$ cat config.mk
export PLATFORM = sky130hd
export DESIGN_NAME = aes_sbox_gf_inverse_affine_top
export DESIGN_NICKNAME = d
export VERILOG_FILES = /design/src/design/aes_sb_pkg.sv /design/src/design/aes_sbox_gf_inverse_affine_top.sv
export SDC_FILE = /design/constraint.sdc
export NUM_CORES = 1
export LEC_CHECK = 0
export BUFFER_PORTS_ARGS = -buffer_cell sky130_fd_sc_hd__buf_4
export CAP_MARGIN = 20
export CORE_ASPECT_RATIO = 0.75
export CORE_MARGIN = 4
export CORE_UTILIZATION = 45
export CTS_CLUSTER_DIAMETER = 40
export DETAILED_ROUTE_END_ITERATION = 10
export GPL_TIMING_DRIVEN = 1
export SLEW_MARGIN = 20
export SYNTH_ARGS = -nofsm -noshare
export SYNTH_HDL_FRONTEND = slang
export SYNTH_SLANG_ARGS = --single-unit
$ cat constraint.sdc
create_clock -name clk -period 6.9 [get_ports clk]
set_input_delay 0.345 -clock clk [delete_from_list [all_inputs] [get_ports clk]]
set_output_delay 0.345 -clock clk [all_outputs]
set_load 0.02 [all_outputs]
$ cat src/design/aes_sb_pkg.sv
// Package for the AES S-box block: field constants, degree search and affine map.
// Used by aes_sbox_gf_inverse_affine_top; depends on nothing else.
`timescale 1ns / 1ps

package aes_sb_pkg;

  localparam int BYTE_W = 8;
  localparam int POLY_W = BYTE_W + 1;
  localparam int DEG_W  = 4;

  localparam logic [POLY_W-1:0] FIELD_POLY = 9'h11B;
  localparam logic [BYTE_W-1:0] AFFINE_C   = 8'h63;

  typedef logic [POLY_W-1:0] poly_t;
  typedef logic [BYTE_W-1:0] byte_t;
  typedef logic [DEG_W-1:0]  deg_t;

  localparam byte_t AFFINE_ROWS [BYTE_W] = '{
    8'hF1, 8'hE3, 8'hC7, 8'h8F, 8'h1F, 8'h3E, 8'h7C, 8'hF8
  };

  // Degree of a polynomial, zero for the zero polynomial.
  function automatic deg_t top_bit(input poly_t v);
    deg_t idx;
    idx = '0;
    for (int i = 0; i < POLY_W; i++) begin
      if (v[i]) idx = DEG_W'(i);
    end
    return idx;
  endfunction

  function automatic byte_t affine(input byte_t b);
    byte_t res;
    res = '0;
    for (int i = 0; i < BYTE_W; i++) begin
      res[i] = ^(AFFINE_ROWS[i] & b);
    end
    return res ^ AFFINE_C;
  endfunction

endpackage

$ cat src/design/aes_sbox_gf_inverse_affine_top.sv
// AES forward S-box: GF(2^8) inverse by a one-step-per-cycle Euclid loop, then affine map.
// Depends on aes_sb_pkg.
`timescale 1ns / 1ps

// One request at a time. After a byte is accepted, the Euclid loop does one
// shift-and-reduce or one swap per cycle on the remainder pair; inputs 0 and 1
// start at the finish and need no step, while for other bytes the run length is
// set by the number of reduce and swap steps. A finished loop stays busy until
// the output register is free; in_ready is high whenever busy is low, so a new
// byte may enter while the previous result waits in the output register.
module aes_sbox_gf_inverse_affine_top (
  input  logic                 clk,
  input  logic                 rst,
  input  logic                 in_valid,
  output logic                 in_ready,
  input  aes_sb_pkg::byte_t    in_byte,
  output logic                 out_valid,
  input  logic                 out_ready,
  output aes_sb_pkg::byte_t    sbox_value,
  output aes_sb_pkg::byte_t    inverse_value
);
  import aes_sb_pkg::*;

  logic  busy;
  poly_t r0, r1, x0, x1;
  deg_t  deg0, deg1, shift;
  logic  done0, done1, out_free, in_take;
  byte_t inv_res;

  assign in_ready = !busy;
  assign in_take  = in_valid && in_ready;
  assign out_free = !out_valid || out_ready;

  assign deg0  = top_bit(r0);
  assign deg1  = top_bit(r1);
  assign shift = deg0 - deg1;
  assign done1 = (r1 == poly_t'(1));
  assign done0 = (r0 == poly_t'(1));
  assign inv_res = done1 ? x1[BYTE_W-1:0] : x0[BYTE_W-1:0];

  always_ff @(posedge clk) begin
    if (rst) begin
      busy      <= 1'b0;
      out_valid <= 1'b0;
    end else begin
      if (busy && (done0 || done1)) begin
        if (out_free) begin
          busy      <= 1'b0;
          out_valid <= 1'b1;
        end
      end else if (out_valid && out_ready) begin
        out_valid <= 1'b0;
      end
      if (in_take) busy <= 1'b1;
    end
  end

  always_ff @(posedge clk) begin
    if (in_take) begin
      r0 <= FIELD_POLY;
      x0 <= '0;
      // zero has no inverse: start at the finish with a zero coefficient
      if (in_byte == '0) begin
        r1 <= poly_t'(1);
        x1 <= '0;
      end else begin
        r1 <= {1'b0, in_byte};
        x1 <= poly_t'(1);
      end
    end else if (busy && !(done0 || done1)) begin
      if (deg0 < deg1) begin
        r0 <= r1;
        r1 <= r0;
        x0 <= x1;
        x1 <= x0;
      end else begin
        r0 <= r0 ^ (r1 << shift);
        x0 <= x0 ^ (x1 << shift);
      end
    end
  end

  always_ff @(posedge clk) begin
    if (busy && (done0 || done1) && out_free) begin
      inverse_value <= inv_res;
      sbox_value    <= affine(inv_res);
    end
  end

  a_no_take_busy: assert property (@(posedge clk) disable iff (rst)
    busy |-> !in_ready)
    else $error("input taken while loop running");

  a_nonzero_rem: assert property (@(posedge clk) disable iff (rst)
    busy |-> (r0 != '0 && r1 != '0))
    else $error("remainder reached zero before one");

  a_start_from_take: assert property (@(posedge clk) disable iff (rst)
    $rose(busy) |-> $past(in_valid && in_ready))
    else $error("loop started without a request");

endmodule
==> impl_results.html <==
<table>
<tr><th>Metric</th><th>Value</th></tr>
<tr><th colspan="2">STA</th></tr>
<tr><td>Final Hold Viols</td><td>0</td></tr>
<tr><td>Final max-slew violation count</td><td>0</td></tr>
<tr><td>Worst slew margin relative to its limit</td><td>0.361</td></tr>
<tr><td>Final worst-path cycle share</td><td>0.531</td></tr>
<tr><td>Setup Total Neg Slack</td><td>0 ns</td></tr>
<tr><td>Pin slew with the least headroom to its limit</td><td>0.959 ns</td></tr>
<tr><td>Setup Viol. Count Final</td><td>0</td></tr>
<tr><td>Post-route minimum period</td><td>3.67 ns</td></tr>
<tr><td>Setup repair after global routing missed its margin</td><td>no</td></tr>
<tr><td>Max Freq</td><td>273 MHz</td></tr>
<tr><td>Worst clock skew</td><td>0.00967 ns</td></tr>
<tr><th colspan="2">CTS</th></tr>
<tr><td>Number of buffers inserted during clock tree synthesis</td><td>5</td></tr>
<tr><td>Insertion delay of the later-clocked pin in the worst-skew pair</td><td>0.31 ns</td></tr>
<tr><td>Clock transition at path regs</td><td>0.10 ns</td></tr>
<tr><td>Clock tree from TritonCTS</td><td>done</td></tr>
<tr><td>Number of buffers inserted by post-CTS setup repair</td><td>0</td></tr>
<tr><td>Clock sink count</td><td>52</td></tr>
<tr><td>Library cell used as clock root buffer</td><td>clkbuf_8</td></tr>
<tr><td>Max clock buf depth</td><td>2</td></tr>
<tr><td>Clock H-tree levels</td><td>2</td></tr>
<tr><td>Cts repair resizes</td><td>0</td></tr>
<tr><td>Number of hold buffers added after CTS</td><td>0</td></tr>
<tr><th colspan="2">Outcome</th></tr>
<tr><td>Run status</td><td>completed</td></tr>
<tr><th colspan="2">Critical path</th></tr>
<tr><td>Arrival time at the worst endpoint</td><td>3.90 ns</td></tr>
<tr><td>Cell-by-cell listing of the critical path</td><td>inv_1 &gt; a21oi_1 &gt; o21bai_1 &gt; a21oi_1 &gt; nor2_1 &gt; ha_1 &gt; inv_1 &gt; fa_1 &gt; mux2_2 &gt; a22oi_1 &gt; a221oi_1 &gt; o21ai_0 &gt; o2bb2ai_1</td></tr>
<tr><td>Worst-path cell with the longest stage delay</td><td>fa_1</td></tr>
<tr><td>Type of the setup path with the least slack</td><td>flip-flop to flip-flop</td></tr>
<tr><td>Data required, critical path</td><td>7.13 ns</td></tr>
<tr><td>R2r setup slk</td><td>3.23 ns</td></tr>
<tr><td>Delay of the slowest cell on the worst path</td><td>1.09 ns</td></tr>
<tr><td>Beginning of the worst register-to-register path</td><td>r1[2]</td></tr>
<tr><td>Worst r2r path cells</td><td>13</td></tr>
<tr><td>Critical path buffer and inverter count</td><td>2</td></tr>
<tr><td>Critical Path Sink Type</td><td>flip-flop</td></tr>
<tr><td>Largest delay contributor family on the critical path</td><td>adder cells</td></tr>
<tr><td>Startpoint class of the critical path</td><td>flip-flop</td></tr>
<tr><td>Terminus of the critical flop-to-flop path</td><td>x0[6]</td></tr>
<tr><td>Largest fanout of any net on the critical path</td><td>20</td></tr>
<tr><th colspan="2">Synth</th></tr>
<tr><td>Number of distinct library cells after synthesis</td><td>63</td></tr>
<tr><td>Compound-gate portion of the synthesized area</td><td>0.206</td></tr>
<tr><td>Syn_area_per_cell</td><td>10.2 sq um</td></tr>
<tr><td>Number of synthesized flops with an enable pin</td><td>33</td></tr>
<tr><td>Main combinational cell family by area after synthesis</td><td>compound AO/OA/AOI/OAI gates</td></tr>
<tr><td>Basic-gate share of the synthesized area counting and, or, nand and nor cells</td><td>0.143</td></tr>
<tr><td>Summed instance area of the synthesized netlist</td><td>3500 sq um</td></tr>
<tr><td>Total of warnings raised by yosys</td><td>0</td></tr>
<tr><td>Part of the Yosys area used for sequential elements</td><td>0.392</td></tr>
<tr><td>Share of synthesized registers carrying an async set or reset</td><td>0</td></tr>
<tr><td>Post-synthesis mux area share</td><td>0.126</td></tr>
<tr><td>Yosys reg bits</td><td>52</td></tr>
<tr><td>Main synth FF type</td><td>edfxtp_1</td></tr>
<tr><td>Instance count of the mapped netlist</td><td>342</td></tr>
<tr><td>Syn_nets</td><td>359</td></tr>
<tr><td>Fraction of the mapped netlist area in adder cells</td><td>0.0200</td></tr>
<tr><td>Parity-gate share of the synthesized area counting xor and xnor cells</td><td>0.0673</td></tr>
<tr><th colspan="2">Global route</th></tr>
<tr><td>Overall Global Routing Usage</td><td>0.204</td></tr>
<tr><td>Antenna violations before repair</td><td>0</td></tr>
<tr><td>Wire length of the first global-routing pass</td><td>14.6 mm</td></tr>
<tr><td>Largest net degree at the start of global routing</td><td>24</td></tr>
<tr><td>Via count of the first global-routing pass</td><td>2,620</td></tr>
<tr><td>Overflow left after global routing</td><td>0</td></tr>
<tr><th colspan="2">Detailed routing</th></tr>
<tr><td>Routed wirelength normalized by instance count</td><td>19.6 microns</td></tr>
<tr><td>Total via count after detailed routing</td><td>2,815</td></tr>
<tr><td>Average vias per placed instance</td><td>6.07</td></tr>
<tr><td>Post-route DRC</td><td>0</td></tr>
<tr><td>First-pass DRT Iterations</td><td>5</td></tr>
<tr><td>Final routed wirelength across all metal layers</td><td>9.09 mm</td></tr>
<tr><td>Number of DRC violations after detailed-routing iteration 0</td><td>265</td></tr>
<tr><td>Number of antenna-violating nets in the routed design</td><td>0</td></tr>
<tr><th colspan="2">Placement</th></tr>
<tr><td>HPWL Detailed</td><td>6.51 mm</td></tr>
<tr><td>Count of port buffers added during placement</td><td>29</td></tr>
<tr><td>Final RePlAce weighted congestion</td><td>0.868</td></tr>
<tr><th colspan="2">Pwr</th></tr>
<tr><td>Leakage dissipation</td><td>0.00141 uW</td></tr>
<tr><td>Overall power</td><td>2120 uW</td></tr>
<tr><td>Power density over the cells</td><td>550 nW/um^2</td></tr>
<tr><td>Worst IR Drop VDD</td><td>0.201 mV</td></tr>
<tr><th colspan="2">Final layout</th></tr>
<tr><td>Fraction of final layout cells with drive strength greater than 1</td><td>0.207</td></tr>
<tr><td>Number of nets at the end of the flow</td><td>379</td></tr>
<tr><td>Number of diodes added for antenna fixing</td><td>0</td></tr>
<tr><td>Core utilization of the finished layout</td><td>0.518</td></tr>
<tr><td>Area growth from synthesis to final layout</td><td>10.2%</td></tr>
<tr><th colspan="2">Floorplanning</th></tr>
<tr><td>Top-level I/O count</td><td>30</td></tr>
<tr><td>Die span in x</td><td>110 microns</td></tr>
<tr><td># rows</td><td>27</td></tr>
<tr><td>Floorplan Core Area</td><td>7430 sq um</td></tr>
<tr><td>Die area</td><td>9260 sq um</td></tr>
<tr><td>Die height</td><td>84.3 microns</td></tr>
<tr><td>Initial standard-cell utilization of the core</td><td>0.471</td></tr>
<tr><th colspan="2">Hold path</th></tr>
<tr><td>Hold path cells</td><td>2</td></tr>
<tr><td>Worst Hold Launch</td><td>rst</td></tr>
<tr><td>Type of the worst min-delay path</td><td>input pin to flip-flop</td></tr>
<tr><td>Endpoint, Worst Hold</td><td>out_valid</td></tr>
<tr><th colspan="2">Flow run</th></tr>
<tr><td>Max-capacitance violation count</td><td>0</td></tr>
</table>
synth_stat cells, types with 5 or more instances:
library cell / number / area share
clkbuf_1: 10 / 0.011
a22oi_1: 9 / 0.019
o2bb2ai_1: 7 / 0.018
inv_1: 12 / 0.013
mux2i_1: 7 / 0.020
o21ai_0: 18 / 0.026
nor3_1: 5 / 0.0072
mux2_2: 11 / 0.035
dfxtp_1: 19 / 0.11
edfxtp_1: 33 / 0.28
and2_1: 5 / 0.0089
nand2_1: 31 / 0.033
o22ai_1: 5 / 0.0089
mux4_2: 11 / 0.071
nor2_1: 27 / 0.029
xnor2_1: 16 / 0.040
xor2_1: 9 / 0.023
a21oi_1: 18 / 0.026
o211ai_1: 6 / 0.013
through the flow:
stage	hold WS, ns	cell area [sq um]	cells	setup slack [ns]
final	0.186	3850	464	3.23
after CTS	0.187	3840	463	3.15
after global placement	0.483	3750	455	3.26
after global routing	0.179	3850	464	2.96
after detailed placement	0.480	3750	455	3.18
after floorplan	0.414	3500	342	3.95
layer usage:
layer | vias up | global-route usage | part of all wire
met4 | 0 | 0.0385 | 0.011
li1 | 1335 | - | -
met5 | - | 0 | 0
met1 | 1345 | 0.338 | 0.49
met2 | 125 | 0.267 | 0.41
met3 | 10 | 0.0446 | 0.089
cell families (layout without fill, tap and decap cells):
| kind of cell | after synthesis | count (layout) |
|---|---|---|
| fa+ha+maj | 5 | 5 |
| buf+inv | 32 | 53 |
| xor+xnor | 26 | 26 |
| mux | 29 | 29 |
| simple gates | 96 | 96 |
| flops | 52 | 52 |
| compound gates | 102 | 102 |
power by group:
group	switching (uW)	leakage, uW	internal, uW	total, uW
sequential	128	0.000470	457	585
combinational	765	0.000907	590	1360
clock	109	0.0000378	70.4	180
total	1000	0.00141	1120	2120
how the worst max path moves through the flow:
stage	from	slack, ns	depth (start not counted)	end
4_1_cts	r1[2]	3.15	13	x1[4]
6_report	r1[2]	3.23	13	x0[6]
3_5_place_dp	r1[2]	3.18	13	r1[6]
5_1_grt	r1[2]	2.96	13	r0[6]
2_1_floorplan	r1[2]	3.95	12	r1[0]
3_3_place_gp	r0[1]	3.26	12	x1[2]
layout make-up:
cell class | count | area, sq um
timing repair buffer | 33 | 251
tap | 101 | 126
clock inverter | 3 | 18.8
inverter | 12 | 45.0
sequential | 52 | 1370
multi-input combinational | 258 | 1970
fill | 723 | 3580
clock buffer | 5 | 68.8
sequential cells by signal (all words and copies together), names as in the netlist:
register	count
r0	9
r1	9
inverse_value	8
sbox_value	8
x0	8
x1	8
busy	1
out_valid	1
cell usage in the layout (no fill, tap or decap), types with 4 or more instances in the layout:
| master | instances |
|---|---|
| nand2_1 | 31 |
| o2bb2ai_1 | 7 |
| mux2_2 | 11 |
| nor3_1 | 5 |
| edfxtp_1 | 33 |
| o22ai_1 | 5 |
| mux2i_1 | 7 |
| buf_4 | 32 |
| nand3_1 | 4 |
| and2_1 | 5 |
| a31oi_1 | 4 |
| mux4_2 | 11 |
| dfxtp_1 | 19 |
| a21oi_1 | 18 |
| xor2_1 | 9 |
| o211ai_1 | 6 |
| ha_1 | 4 |
| o21ai_1 | 4 |
| a22oi_1 | 9 |
| nor2_1 | 27 |
| o21ai_0 | 18 |
| inv_1 | 12 |
| xnor2_1 | 16 |
| clkbuf_8 | 5 |
(Power assumes the default switching activity.)
